File: src/rtl/core/scuf_pkg.sv
`timescale 1ns / 1ps
// ----------------------------------------------------------------------------
// scuf_pkg
// Shared widths, defaults and codes for the source constrained union-find.
// ----------------------------------------------------------------------------
package scuf_pkg;

    localparam int MaxMembersDefault = 1024;
    localparam int NumSourcesDefault = 16;

    // Port field widths
    localparam int MemberW    = 10;
    localparam int SourceIdxW = 4;
    localparam int CmdW       = 2;

    typedef enum logic [CmdW-1:0] {
        CMD_LOAD = 2'd0,
        CMD_JOIN = 2'd1,
        CMD_FIND = 2'd2
    } cmd_t;

    // Write strobes from the sequencer to the two tables
    typedef struct packed {
        logic parent_we;
        logic sources_we;
    } mem_wr_t;

endpackage

File: src/rtl/core/scuf_reduce.sv
`timescale 1ns / 1ps
// ----------------------------------------------------------------------------
// scuf_reduce
// Two-stage reduction of the raw member fields modulo the table depth
// (reciprocal multiply, then subtract), and a registered reduction of the
// source field modulo the source count.
// ----------------------------------------------------------------------------
module scuf_reduce #(
    parameter int MAX_MEMBERS = scuf_pkg::MaxMembersDefault,
    parameter int NUM_SOURCES = scuf_pkg::NumSourcesDefault
) (
    input  logic                                 clk,
    input  logic                                 load,
    input  logic [scuf_pkg::MemberW-1:0]         first_raw,
    input  logic [scuf_pkg::MemberW-1:0]         second_raw,
    input  logic [scuf_pkg::SourceIdxW-1:0]      source_raw,
    output logic [$clog2(MAX_MEMBERS)-1:0]       first_idx,
    output logic [$clog2(MAX_MEMBERS)-1:0]       second_idx,
    output logic [$clog2(NUM_SOURCES)-1:0]       source_idx
);

    localparam int MW = $clog2(MAX_MEMBERS);
    localparam int SW = $clog2(NUM_SOURCES);

    logic [scuf_pkg::MemberW-1:0]    a_raw_reg;
    logic [scuf_pkg::MemberW-1:0]    b_raw_reg;
    logic [scuf_pkg::SourceIdxW-1:0] s_raw_reg;
    logic [MW-1:0]                   a_reg;
    logic [MW-1:0]                   b_reg;
    logic [SW-1:0]                   s_red;
    logic [SW-1:0]                   s_reg;

    always_ff @(posedge clk)
    begin
        if (load)
        begin
            a_raw_reg <= first_raw;
            b_raw_reg <= second_raw;
            s_raw_reg <= source_raw;
        end
    end

    generate
        if (MAX_MEMBERS >= (1 << scuf_pkg::MemberW))
        begin : g_member_wide
            logic [MW-1:0] a_mid_reg;
            logic [MW-1:0] b_mid_reg;

            always_ff @(posedge clk)
            begin
                a_mid_reg <= MW'(a_raw_reg);
                b_mid_reg <= MW'(b_raw_reg);
                a_reg     <= a_mid_reg;
                b_reg     <= b_mid_reg;
            end
        end
        else
        begin : g_member_mod
            localparam int Shift  = scuf_pkg::MemberW + MW;
            localparam int Recip  = ((1 << Shift) + MAX_MEMBERS - 1) / MAX_MEMBERS;
            localparam int RecipW = scuf_pkg::MemberW + 2;
            localparam int ProdW  = scuf_pkg::MemberW + RecipW;

            logic [ProdW-1:0]             a_prod;
            logic [ProdW-1:0]             b_prod;
            logic [scuf_pkg::MemberW-1:0] a_q_reg;
            logic [scuf_pkg::MemberW-1:0] b_q_reg;
            logic [scuf_pkg::MemberW-1:0] a_rem;
            logic [scuf_pkg::MemberW-1:0] b_rem;

            // quotient by reciprocal, exact for all 10-bit inputs
            assign a_prod = ProdW'(a_raw_reg) * ProdW'(Recip);
            assign b_prod = ProdW'(b_raw_reg) * ProdW'(Recip);

            assign a_rem = a_raw_reg - scuf_pkg::MemberW'(a_q_reg *
                           scuf_pkg::MemberW'(MAX_MEMBERS));
            assign b_rem = b_raw_reg - scuf_pkg::MemberW'(b_q_reg *
                           scuf_pkg::MemberW'(MAX_MEMBERS));

            always_ff @(posedge clk)
            begin
                a_q_reg <= scuf_pkg::MemberW'(a_prod >> Shift);
                b_q_reg <= scuf_pkg::MemberW'(b_prod >> Shift);
                a_reg   <= MW'(a_rem);
                b_reg   <= MW'(b_rem);
            end
        end

        if (NUM_SOURCES >= (1 << scuf_pkg::SourceIdxW))
        begin : g_source_wide
            assign s_red = SW'(s_raw_reg);
        end
        else
        begin : g_source_mod
            logic [scuf_pkg::SourceIdxW-1:0] s_work;

            // at most seven subtractions on a 4-bit value
            always_comb
            begin
                s_work = s_raw_reg;
                for (int i = 0; i < 8; i++)
                begin
                    if (s_work >= scuf_pkg::SourceIdxW'(NUM_SOURCES))
                    begin
                        s_work = s_work - scuf_pkg::SourceIdxW'(NUM_SOURCES);
                    end
                end
            end

            assign s_red = SW'(s_work);
        end
    endgenerate

    always_ff @(posedge clk)
    begin
        s_reg <= s_red;
    end

    assign first_idx  = a_reg;
    assign second_idx = b_reg;
    assign source_idx = s_reg;

endmodule

File: config.mk
export PLATFORM = sky130hd
export DESIGN_NAME = scuf_reduce
export DESIGN_NICKNAME = d
export VERILOG_FILES = /design/src/rtl/core/scuf_pkg.sv /design/src/rtl/core/scuf_reduce.sv
export SDC_FILE = /design/constraint.sdc
export NUM_CORES = 1
export LEC_CHECK = 0
export ABC_AREA = 0
export ABC_CLOCK_PERIOD_IN_PS = 800
export BUFFER_PORTS_ARGS = -buffer_cell sky130_fd_sc_hd__buf_2
export CORE_MARGIN = 1
export CORE_UTILIZATION = 39
export DETAILED_ROUTE_END_ITERATION = 8
export GPL_TIMING_DRIVEN = 0
export HOLD_SLACK_MARGIN = 0.02
export SLEW_MARGIN = 10
export SYNTH_ARGS = -nofsm -noshare
export SYNTH_HDL_FRONTEND = slang
export SYNTH_SLANG_ARGS = --single-unit
File: constraint.sdc
create_clock -name clk -period 0.8 [get_ports clk]
set_clock_uncertainty 0.05 [all_clocks]
set_input_delay 0.04 -clock clk [delete_from_list [all_inputs] [get_ports clk]]
set_output_delay 0.04 -clock clk [all_outputs]
set_load 0.1 [all_outputs]
==> metrics.md <==
| Metric | Value |
|---|---|
| Clock network fraction of design power | 29.5% |
| RSZ-0062 raised after global routing | yes |
| Worst hold path type | primary input to register |
| Total track usage | 13.24% |
| Switch Pwr | between 1.5 and 2 mW |
| Worst slew pin tran | 533.7 ps |
| P_int | roughly 5.5 mW |
| CP max stage delay | roughly 340 ps |
| Leakage | about 1.1 nW |
| Layout fillers | roughly 250 |
| DRC | 0 |
| Area of the core | between 3000 and 4000 um^2 |
| Post-CTS Setup Inserts | 0 |
| Flip-flop and latch count after synthesis | ~70 |
| Synth area leader | dfxtp_1 |
| Max Clock Freq | approximately 1.1 GHz |
| Io pins | 50 |
| Total power divided by cell area | around 2800 nW/um^2 |
| Number of multi-input logic gates | 0 |
| Synth Area per Inst | about 24 um^2 |
| Tmin final | ~940 ps |
| Reg power frac | a little over half |
| First-pass DRT Iterations | 4 |
| Max-Cap Viols | 0 |
| Logic pwr share | about 17% |
| Clk_lat worst skew | between 300 and 400 ps |
| CP Launch Type | register |
| Final Setup Violations | 24 |
| Vias in the first global route | ~850 |
| Slew HR | between 60 and 70% |
| Antenna violations before repair | 0 |
| Maximum vdd ir drop | between 1.5 and 2 mV |
| Final hold vios | 0 |
| DP Wirelength | about 1200 um |
| Share of cells above drive strength 1 | 54.14% |
| Failing checks | negative setup slack |
| Cell family with most CP delay | flip-flops |
| Cells after Synth | 68 |
| DR WL/cell | 11.33 um |
| Synth warn | 0 |
| Switch share | between 20% and 30% |
| GR Overflow Total | 0 |
| Final setup margin | -139.8 ps |
| Die Span X | between 60 and 70 um |
| Post-synth net total | 94 |
| Starting Density | 42.16% |
| CP max stage cell | dfxtp_2 |
| Critical Path Fanout Max | 1 |
| CP cell instances | buf_12 |
| Critical path class | register to primary output |
| Clock transition at path regs | around 60 ps |
| I/O Buffers | approximately 50 |
| Tcrit/Tclk final | 117.5% |
| DP Worst Slack | -131.2 ps |
| Footprint of the multi-input gates | 0 um^2 |
| Synth Cell Area | approximately 1600 um^2 |
| FP Rows | 22 |
| Post-synth cell types | 2 |
| Outcome | finished, violations left |
| Die Ht | approximately 66 um |
| Worst Setup End Kind | primary output |
| Most frequent cells in the layout | 25 x buf_2, 24 x edfxtp_1, 24 x dfxtp_2, 24 x dlygate4sd3_1, 24 x buf_12 |
| Synth top area share | 55.00% |
| Synth top area cells | dfxtp_1 55%, edfxtp_1 45% |
| Root Driver | clkbuf_8 |
| H-Tree Depth | 3 |
| CP arrival | between 800 and 900 ps |
| Most common cell after layout, fill and taps aside | buf_2 |
| Crit path buffers/inverters | 1 |
| DRT iter0 DRCs | 23 |
| FF+latch area | 1632 um^2 |
| DR vias | between 800 and 900 |
| RD Place Congestion | between 0.5 and 0.6 |
| # clock sinks | between 60 and 70 |
| Detailed-route wire length | roughly 2300 um |
| Clock buffer depth | 2 |
| # diodes | 0 |
| Die footprint | 4367 um^2 |
| Layout net count | about 180 |
| Slew Limit Fails | 0 |
| Min Hold Slack | approximately 170 ps |
| CTS tree | done |
| Drt via density | 3.937 |
| Worst endpoint required time | between 700 and 800 ps |
| Largest net degree at the start of global routing | 25 |
| CTS Buf Count | 9 |
| Global-route wire length before repair | roughly 3600 um |
| Design Power | approximately 7.5 mW |
| Post-synthesis sequential area ratio | 100.0% |
| Area grow syn2layout | 68.05% |
| DRT antenna net count | 0 |
per-stage QoR:
stage | std cells | utilization (%) | TNS [ps] | instance area [um^2]
6_report | 205 | 70.85 | -3172 | 2691
3_3_place_gp | 165 | 50.99 | -2734 | 1937
2_1_floorplan | 68 | - | 0 | 1632
5_1_grt | 205 | 70.85 | -4230 | 2691
4_1_cts | 205 | 70.85 | -3591 | 2691
3_5_place_dp | 165 | 50.99 | -3135 | 1937
worst paths after layout:
kind	startpoint	to	slack, ps	cells after the start
setup / recovery	source_idx[3]$_DFF_P_	source_idx[3]	-140	1
hold reg to reg	g_member_wide.b_mid_reg[7]$_DFF_P_	second_idx[7]$_DFF_P_	270	0
setup reg to reg	s_raw_reg[3]$_DFFE_PP_	source_idx[3]$_DFF_P_	260	0
hold / removal	load	a_raw_reg[7]$_DFFE_PP_	170	1
power groups by stage:
stage	Clock [mW]	Sequential, mW	Combinational, mW
5_1_grt	2.47	4.03	1.30
3_5_place_dp	0	4.02	0.883
2_1_floorplan	0	4.72	0
4_1_cts	2.29	4.01	1.27
3_3_place_gp	0	4.00	0.882
6_report	2.20	4.00	1.27
cells by family after synthesis:
logic type / after synthesis / synth area share (%)
DFF: 68 / 100.0
routing by layer:
layer,share of wire [%],vias to the layer above,global-route usage (%),wire length (um)
met5,0,-,0,0
met4,1.6,0,6.383,37
met3,10,6,12.24,242
met2,50,42,21.68,1167
met1,38,360,10.39,875
li1,-,399,-,-
cell usage after synthesis:
| cell | number |
|---|---|
| edfxtp_1 | 24 |
| dfxtp_1 | 44 |
cell type report:
cell class,instances,area share [%]
timing repair buffer,73,31.43
sequential,68,60.62
tap,48,2.232
clock buffer,13,5.160
clock inverter,3,0.5579
repair_timing:
item                                    in CTS  in global routing
resized for setup                           96                  0
cloned                                       0                  0
hold buffers                                24                  0
endpoints found under the setup margin      24                 24
endpoints found under the hold margin       24                  0
(Power assumes the default switching activity.)
