--- config.mk ---
export PLATFORM = sky130hd
export DESIGN_NAME = scuf_ctrl
export DESIGN_NICKNAME = d
export VERILOG_FILES = /design/src/rtl/core/scuf_pkg.sv /design/src/rtl/core/scuf_ctrl.sv
export SDC_FILE = /design/constraint.sdc
export NUM_CORES = 1
export LEC_CHECK = 0
export BUFFER_PORTS_ARGS = -buffer_cell sky130_fd_sc_hd__buf_4
export CAP_MARGIN = 20
export CORE_MARGIN = 5
export CORE_UTILIZATION = 35
export DETAILED_ROUTE_END_ITERATION = 10
export PLACE_DENSITY = 0.61
export SLEW_MARGIN = 20
export SYNTH_ARGS = -nofsm -noshare
export SYNTH_HDL_FRONTEND = slang
export SYNTH_SLANG_ARGS = --single-unit
export TNS_END_PERCENT = 20
--- constraint.sdc ---
create_clock -name clk -period 2.6 [get_ports clk]
set_input_delay 0.13 -clock clk [delete_from_list [all_inputs] [get_ports clk]]
set_output_delay 0.13 -clock clk [all_outputs]
set_load 0.1 [all_outputs]
--- src/rtl/core/scuf_pkg.sv ---
`timescale 1ns / 1ps
// ----------------------------------------------------------------------------
// scuf_pkg
// Shared widths, defaults and codes for the source constrained union-find.
// ----------------------------------------------------------------------------
package scuf_pkg;

    localparam int MaxMembersDefault = 1024;
    localparam int NumSourcesDefault = 16;

    // Port field widths
    localparam int MemberW    = 10;
    localparam int SourceIdxW = 4;
    localparam int CmdW       = 2;

    typedef enum logic [CmdW-1:0] {
        CMD_LOAD = 2'd0,
        CMD_JOIN = 2'd1,
        CMD_FIND = 2'd2
    } cmd_t;

    // Write strobes from the sequencer to the two tables
    typedef struct packed {
        logic parent_we;
        logic sources_we;
    } mem_wr_t;

endpackage

--- src/rtl/core/scuf_ctrl.sv ---
`timescale 1ns / 1ps
// ----------------------------------------------------------------------------
// scuf_ctrl
// Command sequencer: load, path-halving walk over the parent table, and the
// source-checked join, with a one-entry output register.
// ----------------------------------------------------------------------------
module scuf_ctrl #(
    parameter int MAX_MEMBERS = scuf_pkg::MaxMembersDefault,
    parameter int NUM_SOURCES = scuf_pkg::NumSourcesDefault
) (
    input  logic                               clk,
    input  logic                               rst_n,
    input  logic                               in_valid,
    output logic                               in_stall,
    input  logic [scuf_pkg::CmdW-1:0]          cmd,
    output logic                               out_valid,
    input  logic                               out_stall,
    output logic [scuf_pkg::MemberW-1:0]       root,
    output logic                               accepted,
    output logic                               load,
    input  logic [$clog2(MAX_MEMBERS)-1:0]     first_idx,
    input  logic [$clog2(MAX_MEMBERS)-1:0]     second_idx,
    input  logic [$clog2(NUM_SOURCES)-1:0]     source_idx,
    output scuf_pkg::mem_wr_t                  wr,
    output logic [$clog2(MAX_MEMBERS)-1:0]     p_waddr,
    output logic [$clog2(MAX_MEMBERS)-1:0]     p_wdata,
    output logic [$clog2(MAX_MEMBERS)-1:0]     p_raddr,
    input  logic [$clog2(MAX_MEMBERS)-1:0]     p_rdata,
    output logic [$clog2(MAX_MEMBERS)-1:0]     s_waddr,
    output logic [NUM_SOURCES-1:0]             s_wdata,
    output logic [$clog2(MAX_MEMBERS)-1:0]     s_raddr,
    input  logic [NUM_SOURCES-1:0]             s_rdata
);

    localparam int MW = $clog2(MAX_MEMBERS);
    localparam int CW = $clog2(MAX_MEMBERS + 1);

    typedef enum logic [3:0] {
        ST_IDLE,
        ST_RED1,
        ST_RED2,
        ST_DISPATCH,
        ST_WALK_P,
        ST_WALK_GP,
        ST_SRC_A,
        ST_SRC_B,
        ST_CLEAR,
        ST_FINISH
    } state_t;

    state_t                       state_reg,      state_next;
    scuf_pkg::cmd_t               cmd_reg,        cmd_next;
    logic [MW-1:0]                x_reg,          x_next;
    logic [CW-1:0]                steps_reg,      steps_next;
    logic                         second_reg,     second_next;
    logic [MW-1:0]                ra_reg,         ra_next;
    logic [MW-1:0]                hi_reg,         hi_next;
    logic [NUM_SOURCES-1:0]       sa_reg,         sa_next;
    logic [MW-1:0]                res_root_reg,   res_root_next;
    logic                         res_ok_reg,     res_ok_next;
    logic                         out_valid_reg,  out_valid_next;
    logic [scuf_pkg::MemberW-1:0] root_reg,       root_next;
    logic                         accepted_reg,   accepted_next;

    logic [MW-1:0] lo_idx;
    logic [MW-1:0] hi_idx;

    // x_reg holds the second root once the second walk ends
    assign lo_idx = (ra_reg < x_reg) ? ra_reg : x_reg;
    assign hi_idx = (ra_reg < x_reg) ? x_reg : ra_reg;

    assign in_stall  = (state_reg != ST_IDLE);
    assign out_valid = out_valid_reg;
    assign root      = root_reg;
    assign accepted  = accepted_reg;

    always_comb
    begin
        state_next     = state_reg;
        cmd_next       = cmd_reg;
        x_next         = x_reg;
        steps_next     = steps_reg;
        second_next    = second_reg;
        ra_next        = ra_reg;
        hi_next        = hi_reg;
        sa_next        = sa_reg;
        res_root_next  = res_root_reg;
        res_ok_next    = res_ok_reg;
        out_valid_next = out_valid_reg;
        root_next      = root_reg;
        accepted_next  = accepted_reg;

        load    = 1'b0;
        wr      = '0;
        p_waddr = x_reg;
        p_wdata = p_rdata;
        p_raddr = x_reg;
        s_waddr = lo_idx;
        s_wdata = '0;
        s_raddr = ra_reg;

        // drop the output transaction once taken
        if (out_valid_reg && !out_stall)
        begin
            out_valid_next = 1'b0;
        end

        case (state_reg)
            ST_IDLE:
            begin
                if (in_valid)
                begin
                    load       = 1'b1;
                    cmd_next   = scuf_pkg::cmd_t'(cmd);
                    state_next = ST_RED1;
                end
            end

            ST_RED1:
            begin
                state_next = ST_RED2;
            end

            ST_RED2:
            begin
                state_next = ST_DISPATCH;
            end

            ST_DISPATCH:
            begin
                case (cmd_reg)
                    scuf_pkg::CMD_LOAD:
                    begin
                        wr.parent_we  = 1'b1;
                        wr.sources_we = 1'b1;
                        p_waddr       = first_idx;
                        p_wdata       = first_idx;
                        s_waddr       = first_idx;
                        s_wdata       = NUM_SOURCES'(1) << source_idx;
                        res_root_next = first_idx;
                        res_ok_next   = 1'b1;
                        state_next    = ST_FINISH;
                    end
                    scuf_pkg::CMD_JOIN, scuf_pkg::CMD_FIND:
                    begin
                        x_next      = first_idx;
                        steps_next  = '0;
                        second_next = 1'b0;
                        p_raddr     = first_idx;
                        state_next  = ST_WALK_P;
                    end
                    default:
                    begin
                        res_root_next = '0;
                        res_ok_next   = 1'b0;
                        state_next    = ST_FINISH;
                    end
                endcase
            end

            ST_WALK_P:
            begin
                if ((p_rdata == x_reg) || (steps_reg == CW'(MAX_MEMBERS)))
                begin
                    if ((cmd_reg == scuf_pkg::CMD_JOIN) && !second_reg)
                    begin
                        // first root found, start the second walk
                        ra_next     = x_reg;
                        second_next = 1'b1;
                        x_next      = second_idx;
                        steps_next  = '0;
                        p_raddr     = second_idx;
                    end
                    else if (cmd_reg == scuf_pkg::CMD_JOIN)
                    begin
                        if (x_reg == ra_reg)
                        begin
                            res_root_next = ra_reg;
                            res_ok_next   = 1'b1;
                            state_next    = ST_FINISH;
                        end
                        else
                        begin
                            s_raddr    = ra_reg;
                            state_next = ST_SRC_A;
                        end
                    end
                    else
                    begin
                        res_root_next = x_reg;
                        res_ok_next   = 1'b1;
                        state_next    = ST_FINISH;
                    end
                end
                else
                begin
                    p_raddr    = p_rdata;
                    state_next = ST_WALK_GP;
                end
            end

            ST_WALK_GP:
            begin
                // halve the path: link to the grandparent and move there
                wr.parent_we = 1'b1;
                p_waddr      = x_reg;
                p_wdata      = p_rdata;
                p_raddr      = p_rdata;
                x_next       = p_rdata;
                steps_next   = CW'(steps_reg + 1'b1);
                state_next   = ST_WALK_P;
            end

            ST_SRC_A:
            begin
                sa_next    = s_rdata;
                s_raddr    = x_reg;
                state_next = ST_SRC_B;
            end

            ST_SRC_B:
            begin
                if ((sa_reg & s_rdata) != '0)
                begin
                    res_root_next = ra_reg;
                    res_ok_next   = 1'b0;
                    state_next    = ST_FINISH;
                end
                else
                begin
                    wr.parent_we  = 1'b1;
                    wr.sources_we = 1'b1;
                    p_waddr       = hi_idx;
                    p_wdata       = lo_idx;
                    s_waddr       = lo_idx;
                    s_wdata       = sa_reg | s_rdata;
                    hi_next       = hi_idx;
                    res_root_next = lo_idx;
                    res_ok_next   = 1'b1;
                    state_next    = ST_CLEAR;
                end
            end

            ST_CLEAR:
            begin
                wr.sources_we = 1'b1;
                s_waddr       = hi_reg;
                s_wdata       = '0;
                state_next    = ST_FINISH;
            end

            ST_FINISH:
            begin
                // hold the result until the output register is free
                if (!out_valid_reg || !out_stall)
                begin
                    out_valid_next = 1'b1;
                    root_next      = scuf_pkg::MemberW'(res_root_reg);
                    accepted_next  = res_ok_reg;
                    state_next     = ST_IDLE;
                end
            end

            default:
            begin
                state_next = ST_IDLE;
            end
        endcase
    end

    always_ff @(posedge clk or negedge rst_n)
    begin
        if (!rst_n)
        begin
            state_reg     <= ST_IDLE;
            cmd_reg       <= scuf_pkg::CMD_LOAD;
            x_reg         <= '0;
            steps_reg     <= '0;
            second_reg    <= 1'b0;
            ra_reg        <= '0;
            hi_reg        <= '0;
            sa_reg        <= '0;
            res_root_reg  <= '0;
            res_ok_reg    <= 1'b0;
            out_valid_reg <= 1'b0;
            root_reg      <= '0;
            accepted_reg  <= 1'b0;
        end
        else
        begin
            state_reg     <= state_next;
            cmd_reg       <= cmd_next;
            x_reg         <= x_next;
            steps_reg     <= steps_next;
            second_reg    <= second_next;
            ra_reg        <= ra_next;
            hi_reg        <= hi_next;
            sa_reg        <= sa_next;
            res_root_reg  <= res_root_next;
            res_ok_reg    <= res_ok_next;
            out_valid_reg <= out_valid_next;
            root_reg      <= root_next;
            accepted_reg  <= accepted_next;
        end
    end

endmodule

==> results of run 1 <==
placed cells by master, fill, tap and decap left out, types with 10 or more instances in the layout:
cell and instances:
sky130_fd_sc_hd__nor2b_1 11, sky130_fd_sc_hd__mux2i_1 20, sky130_fd_sc_hd__o211ai_1 18, sky130_fd_sc_hd__o21ai_0 44
sky130_fd_sc_hd__mux2_2 38, sky130_fd_sc_hd__a21oi_2 10, sky130_fd_sc_hd__a21oi_1 62, sky130_fd_sc_hd__o221ai_4 11
sky130_fd_sc_hd__nand3_1 14, sky130_fd_sc_hd__inv_1 24, sky130_fd_sc_hd__dfrtp_1 87, sky130_fd_sc_hd__buf_12 52
sky130_fd_sc_hd__buf_6 26, sky130_fd_sc_hd__o31ai_1 16, sky130_fd_sc_hd__a221o_1 12, sky130_fd_sc_hd__nor2_1 73
sky130_fd_sc_hd__o22ai_2 16, sky130_fd_sc_hd__o21ai_2 10, sky130_fd_sc_hd__nand2_1 90, sky130_fd_sc_hd__buf_4 189
sky130_fd_sc_hd__a31oi_1 15
per-stage QoR:
stage,cells,instance area [um2],TNS [ps]
after floorplan,818,7350,-9490
after global placement,1237,9300,-8980
after detailed placement,1237,9310,-5230
after CTS,1263,10200,-11750
after global routing,1267,10600,-18860
final,1267,10600,-12950
metal layers:
metal	vias to the layer above	share of wire, %	wire length [um]
met2	350	47	12700
li1	3454	-	-
met1	3760	42	11500
met5	-	0	0
met3	52	8.5	2310
met4	0	2.9	795
worst register-to-register path: cells and delay by family, from the launching register on:
| family | cells | cell delay [ps] |
|---|---|---|
| compound gates | 3 | 780 |
| buf+inv | 6 | 750 |
| simple gates | 3 | 420 |
| flops | 1 | 400 |
| fa+ha+maj | 1 | 200 |
worst max-delay path by stage:
stage	start	endpoint	cells past startpoint
after floorplan	state_reg[2]$_DFFE_PN0P_	p_raddr[9]	7
after global placement	sa_reg[4]$_DFFE_PN0P_	p_waddr[9]	6
after detailed placement	x_reg[3]$_DFFE_PN0P_	s_waddr[2]	10
after CTS	x_reg[4]$_DFFE_PN0P_	s_waddr[1]	10
after global routing	x_reg[4]$_DFFE_PN0P_	p_waddr[3]	12
final	x_reg[7]$_DFFE_PN0P_	p_waddr[3]	12
final cells by class:
type,count,area [um2]
flip-flops and latches,87,2180
clock buffers,9,225
well taps,234,293
clock inverters,7,55.1
fillers,1605,8120
repair buffers,271,2800
multi-input cells,627,4890
inverters,32,143
repair_timing:
| item | CTS | global route |
|---|---|---|
| endpoints found under the hold margin | 51 | 0 |
| resized for setup | 123 | 93 |
| hold buffers | 2 | 0 |
| pin swaps | 15 | 25 |
| cloned | 1 | 0 |
| setup buffers | 8 | 5 |
| setup endpoints to repair | 59 | 66 |
logic make-up after synthesis:
kind of cell	count (synthesis)	synth area share, %
XOR/XNOR	10	1.31
AND/OR/NAND/NOR	253	17.6
flip-flops	87	32.7
AO/OA/AOI/OAI	274	27.1
buffers and inverters	104	6.42
adder cells (fa/ha/maj)	14	2.63
multiplexers	76	12.3
power groups by stage:
stage / clock, mW / sequential, mW / combinational, mW
after global placement: 0 / 2.20 / 9.38
after detailed placement: 0 / 2.23 / 9.46
after global routing: 1.35 / 2.27 / 11.1
after floorplan: 0 / 2.74 / 6.34
after CTS: 1.29 / 2.20 / 10.2
final: 1.26 / 2.20 / 10.6
==> flow_results.org, run 1 <==
** Logic synthesis
- sky130_fd_sc_hd__nand2_1 is the most common cell in the netlist.
- Sequential cells were found to cover around a third of the synthesized design area.
- After synthesis, the netlist uses 54 different library cells.
- In the synthesized netlist, the number of instances is 818.
- Yosys printed 0 warnings.
- After synthesis, the mean cell area works out to 8.15 um2.
- In this run, synthesis produced a sequential element count of 87.
- Post-synthesis async set-or-reset flop share :: between 90% and 100%
- Most area-consuming cells after synthesis :: sky130_fd_sc_hd__dfrtp_1 (33%), sky130_fd_sc_hd__mux2_2 (7.8%), sky130_fd_sc_hd__a21oi_1 (5.3%)
- When the netlist entered floorplanning its net count stood at between 800 and 900.
- Synth top cells by count :: sky130_fd_sc_hd__nand2_1 (91), sky130_fd_sc_hd__dfrtp_1 (87), sky130_fd_sc_hd__nor2_1 (80)
- Share of the synthesized area in the top cell type :: around a third
- Biggest area consumer among synthesized cells :: sky130_fd_sc_hd__dfrtp_1
- Count of flip-flops with a built-in enable after synthesis :: 0
- In the synthesized netlist the dominant register cell turns out to be sky130_fd_sc_hd__dfrtp_1.
- Total standard cell area after synthesis :: around 6700 um2

** Layout
- The register with the most flip-flops in the layout has 16 of them.
- Layout overhead on the synthesized area :: 58.7%
- For this run, the post-layout net count is about 1.1k.
- Utilization of the core after routing :: around 57%
- Of the cells placed in the final design, the portion with a size suffix greater than 1 is between 40% and 50%.
- The repair_antennas step left the layout with diodes totalling 0.

** Timing
- Least setup slack across all paths after layout :: -430 ps
- Worst max-slew margin expressed relative to the limit :: 35.8%
- The routed design could run at a clock period as short as just over 3000 ps.
- The worst path uses 117% of the clock period.
- Minimum hold slack :: roughly 7.6 ps
- Final setup fails :: 44
- Based on the critical path, the design can be clocked at up to 330 MHz.
- Final Slew Violations :: 0
- The clock arrives with 10.1 ps of skew.
- For the pin with the worst max-slew slack, the measured transition is 957 ps.
- Setup repair after global routing missed its margin :: true
- The number of failing hold endpoints at the final stage was 0.

** Clock tree
- Number of buffers inserted during clock tree synthesis :: 9
- Buffer depth of the longest clock path :: 2
- Clock tree synthesis found a total of between 80 and 90 sinks.
- Clock-pin slew was measured on the worst setup and hold paths at 70 ps.
- CTS tree :: yes
- Clock root buffer :: sky130_fd_sc_hd__clkbuf_16
- Source-to-sink clock delay at the later pin of the worst-skew pair :: ~360 ps
- Max H-tree Level :: 3

** Critical path
- The slowest stage of the critical path belongs to the cell sky130_fd_sc_hd__a221oi_4.
- WP data arrival :: about 2900 ps
- Cell repeated most along the worst path :: sky130_fd_sc_hd__buf_6
- End of the worst register-to-register path :: res_root_reg[2]$_DFFE_PN0P_
- Depth of the worst register-to-register path :: 13
- In this run the worst path has a maximum fanout of 5.
- STA classifies the critical path endpoint as an output port.
- For this run, the slowest stage of the critical path takes between 400 and 500 ps.
- The critical path in this run is classified as reg -> out.
- At the worst endpoint, the required time is around 2500 ps.
- The critical path contains buffers and inverters numbering 5 combined.
- Worst r2r src :: x_reg[7]$_DFFE_PN0P_
- Crit start category :: flop
- CP cell instances :: inv_4 > ha_4 > and4_4 > and3_4 > a221oi_4 > buf_6 > buf_6 > a31oi_4 > buf_6 > o21ai_0 > a221o_1 > buf_12
- Worst reg2reg setup slack :: -50 ps
- Crit path max-delay family :: compound AO/OA/AOI/OAI gates

** Pwr
- Clock network fraction of total power :: 8.9%
- Fraction of power consumed by sequential logic :: 15.6%
- For this design the total switching power over the nets is 7.89 mW.
- Maximum ir drop on the vdd rail :: roughly 0.88 mV
- In this run, the combinational gates consume between 70% and 80% of the power.
- Cell area power density :: 1330 nW/um2
- Internal power comes to approximately 6.2 mW.
- Total power :: about 14 mW
- Pleak :: approximately 4.5 nW
- Of the total power, the share spent switching nets is a little under three fifths.

** Die
- Die Span X :: between 100 and 150 um
- The initial utilization of the core area, before any placement, comes to a little over a third.
- Ports :: 138
- Total die area :: around 22,000 um2
- Site Rows :: 50
- The die is about 150 um tall.
- Placeable Area :: about 19,000 um2

** Route
- The first detailed-routing pass ran for 7 iterations.
- Average vias per placed instance :: around 6
- The count of nets left with antenna violations once routing finished came out at 0.
- Iter 0 DRT Violations :: slightly above 600
- DR WL/cell :: between 20 and 25 um
- Summing over every cut layer, the via total after detailed routing is 7,616.
- Remaining design rule violation count :: 0
- After detailed routing, the total wire length is approximately 27 mm.

** GRT
- Most Used Layer, Global Route :: met2
- The first global-routing pass estimated approximately 42 mm of wire.
- In the global route stage, met1 resource usage came out at 32.9%.
- Global Route met2 Usage :: roughly 37%
- Entering global routing, the biggest net connects 52 pins.
- The total overflow left after global routing is 0.
- Initial antenna violation count :: 0
- For met3 alone, demand over resource in global routing was under 10%.
- Number of global-route vias before repair :: ~7.5k
- Aggregate global-route resource usage :: approximately 24%

** Place
- Prior to clock tree synthesis, the placed netlist has a worst setup slack of -296 ps.
- The congestion estimate from routability-driven global placement came to ~0.91.
- Sum of net half-perimeters after detailed placement :: between 20 and 25 mm
- In this run the tool buffered the top-level ports with 137 buffer cells.

** Hold path
- Startpoint of the lowest-slack hold path :: cmd[0]
- Worst min-delay path endpoint :: cmd_reg[0]$_DFFE_PN0P_
- Hold crit path type :: in -> reg
- Hold Path Depth :: 2

** Run status
- The final reports fail on setup timing.
- Outcome :: finished with violations

** Run
- Maxcap violations :: 0
Power figures use the tool's default switching activity.
==> run 2, diff against run 1 <==
Settings changed: CAP_MARGIN 20 to 5, GPL_TIMING_DRIVEN set to 1, PLACE_DENSITY 0.61 to 0.59.
Clock period 2.6 ns to 3 ns, I/O delays scaled along.
==> run 2 against run 1 <==
The run still ends with setup timing left; clock-buffer cell count rose by 5; register-to-register slack improved by 240 ps; hold slack better by 23 ps; global-route usage fell by 0.76 points; sequential share of layout area grew 2.3 points; first-iteration DRC count is 21% higher; clock skew hardly changed; combinational power is 22% lower; sequential power down 11%; critical endpoint is now p_wdata[6]; largest cell class unchanged.
==> flow_results.org, run 2 (synthesis results as in run 1) <==
** Run status
- The run finished, with violations left.
- The checks that failed: setup timing.

** Place
- The number of port buffers was 137 (unchanged).
- The last weighted congestion value of the routability-driven placer was 0.973 (+7.3%).
- Placement Setup Slack :: 50.9 ps (+347 ps)
- Sum of net half-perimeters after detailed placement :: 19.2 mm (-4.0%)
- The number of instances in the placed design came to 1,191 (-3.7%).
- The placed instance area is 8510 um2 (-8.6%).

** Timing
- Setup repair after global routing missed its margin :: true
- After layout, the worst path uses 102% of the clock period.
- Transition at the pin with the smallest max-transition slack :: 1020 ps (+58.7 ps)
- Final setup fails :: 3 (-93%)
- Least setup slack across all paths after layout :: -54.6 ps (+376 ps)
- Number of hold violations in the final report :: 0 (unchanged)
- Minimum clock period after layout :: around 3000 ps
- The largest clock skew in the final design is 10.6 ps (+0.490 ps).
- The setup total negative slack was -78.6 ps (+12,870 ps).
- The max-slew violation count was 0 (unchanged).
- The worst max-slew margin expressed relative to the limit came to 31.8% (-3.9 points).
- Derived from the worst setup path, the maximum achievable clock frequency is roughly 330 MHz.

** Route
- The via count was 7,328 (-3.8%).
- The mean routed wirelength per cell came to 21.7 um (+0.66%).
- Routed WL :: 26.6 mm (-2.8%)
- Iter 0 DRT Violations :: 749 (+21%)
- The count of TritonRoute iterations in the first routing pass came to 5 (-2).
- Number of nets with antenna violations after detailed routing :: 0 (unchanged)
- Average vias per placed instance :: 5.99 (-0.40%)
- The remaining routing DRC violations came to 0 (unchanged).

** GRT
- First-pass GRT wire length :: 40.4 mm (-3.4%)
- The number of global-route vias before repair is 7,050 (-5.6%).
- The overall global routing resource usage was 23.5% (-0.76 points).
- The number of antenna violations at the first check in global routing is 0 (unchanged).
- Pin count of the biggest net entering global routing :: 88 (+69%)
- The leftover overflow at the end of global routing was 0 (unchanged).

** Critical path
- Crit start category :: flop
- The worst path arrival time is 2900 ps (about the same).
- The worst setup path is captured at an output port.
- Worst r2r src :: x_reg[7]$_DFFE_PN0P_
- Worst reg2reg setup slack :: 190 ps (+240 ps)
- CP cell instances :: inv_2 > ha_4 > and4_4 > and3_4 > a221oi_4 > buf_4 > buf_12 > mux2i_4 > a21oi_2 > a221o_1 > buf_12
- The critical-path maximum fanout came to 7 (+2).
- The critical path data required time is 2850 ps (+380 ps).
- Cell repeated most along the worst path :: sky130_fd_sc_hd__buf_12
- End of the worst register-to-register path :: steps_reg[7]$_DFFE_PN0P_
- Largest stage delay, worst path :: 400 ps (-30 ps)
- CP max-delay cell :: sky130_fd_sc_hd__dfrtp_1
- The worst setup path is of the reg -> out kind.
- Depth of the worst register-to-register path :: 11 (-2)

** Clock tree
- TritonCTS built the clock tree.
- Clock transition at path regs :: 60 ps (about the same)
- The number of buffers created by CTS came to 9 (unchanged).
- Source-to-sink clock delay at the later pin of the worst-skew pair :: 350 ps (about the same)
- Buffer depth of the longest clock path :: 2 (unchanged)
- Max H-tree Level :: 3 (unchanged)
- The root buffer cell chosen for the clock tree is sky130_fd_sc_hd__clkbuf_16.
- The clock sink count was 87 (unchanged).

** Die
- The starting utilization of the core area was 35.6% (unchanged).
- Die Span X :: 148 um (unchanged)
- The die footprint came to 21,900 um2 (unchanged).
- Ports :: 138 (unchanged)
- The placement row count came to 50 (unchanged).
- The core area is 18,700 um2 (unchanged).
- The height of the die was 148 um (unchanged).

** Layout
- The post-layout net count was 1,055 (-3.9%).
- Number of flip-flops under the largest register name :: 16 (unchanged)
- Most used cells in the layout excluding fill and tap cells :: sky130_fd_sc_hd__buf_4 (186), sky130_fd_sc_hd__nand2_1 (90), sky130_fd_sc_hd__dfrtp_1 (86)
- The fraction of final layout cells sized beyond drive strength 1 was 35.8% (-7.7 points).
- Layout overhead on the synthesized area :: 42.9%
- The number of standard cells in the final layout excluding fillers is 1,224 (-3.4%).
- The final instance area is 9530 um2 (-9.9%).
- FILL cells :: 1,751 (+9.1%)
- The library cell used most frequently in the layout, excluding fill and tap cells, is sky130_fd_sc_hd__buf_4.
- The antenna diode count is 0 (unchanged).

** Pwr
- The leakage power of the design came to 4.10 nW (-8.4%).
- The overall power of the completed layout is 11.4 mW (-19%).
- The maximum vdd drop was 1.03 mV (+18%).
- The total power density per cell area was 1190 nW/um2 (-10%).

** Hold path
- The worst hold path terminates at cmd_reg[1]$_DFFE_PN0P_.
- Hold Path Depth :: 2 (unchanged)
- Hold crit path type :: in -> reg
- Startpoint of the lowest-slack hold path :: cmd[1]

** Run
- The number of violations of the max-capacitance limit was 0 (unchanged).
## run 2: area by class of cell
type                    count  area [um2]  share of cell area, %
well taps                 234         293                   3.07
multi-input cells         628        4560                   47.9
clock inverters             2        37.5                  0.394
flip-flops and latches     87        2180                   22.9
repair buffers            227        2070                   21.7
clock buffers              14         274                   2.88
inverters                  32         120                   1.26
## run 2: worst max-delay path by stage
stage / end / slack, ps / startpoint / cells after the start
2_1_floorplan: s_wdata[1] / -370 / sa_reg[1]$_DFFE_PN0P_ / 7
3_3_place_gp: p_waddr[1] / 130 / x_reg[9]$_DFFE_PN0P_ / 10
3_5_place_dp: p_waddr[1] / 50 / x_reg[9]$_DFFE_PN0P_ / 10
4_1_cts: p_wdata[6] / -90 / ra_reg[8]$_DFFE_PN0P_ / 10
5_1_grt: p_wdata[6] / -120 / x_reg[8]$_DFFE_PN0P_ / 11
6_report: p_wdata[6] / -50 / x_reg[7]$_DFFE_PN0P_ / 11
## run 2: critical path: cells and delay by family, from the launching register on
| kind | cells | cell delay, ps |
|---|---|---|
| compound gates | 3 | 720 |
| fa+ha+maj | 1 | 210 |
| buf+inv | 4 | 600 |
| flops | 1 | 400 |
| mux | 1 | 260 |
| simple gates | 2 | 370 |
## run 2: report_power, final
group	switching [mW]	internal, mW	total [mW]
registers	0.331	1.63	1.96
logic	5.72	2.51	8.23
clock network	0.474	0.715	1.19
## run 2: per-layer routing
layer  global-route usage [%]  routed length [um]  up-vias
met1                     33.3               11100     3500
met5                        0                   0        -
met2                     35.3               12000      409
li1                         -                   -     3354
met4                     9.05                 888        0
met3                     4.54                2580       65
## run 2: stage by stage
step | hold WS (ps) | utilization (%)
after detailed placement | 236 | 45.5
after global placement | 219 | 45.5
after floorplan | -146 | -
final | 30.3 | 50.9
after CTS | 16.9 | 49.4
after global routing | 21.6 | 50.9
## run 2: timing repair
action / in CTS / in global routing
buffers inserted: 5 / 8
resized for setup: 65 / 53
cloned: 3 / 0
endpoints found under the setup margin: 27 / 52
hold buffers: 1 / 0
pin swaps: 17 / 12
endpoints found under the hold margin: 87 / 0
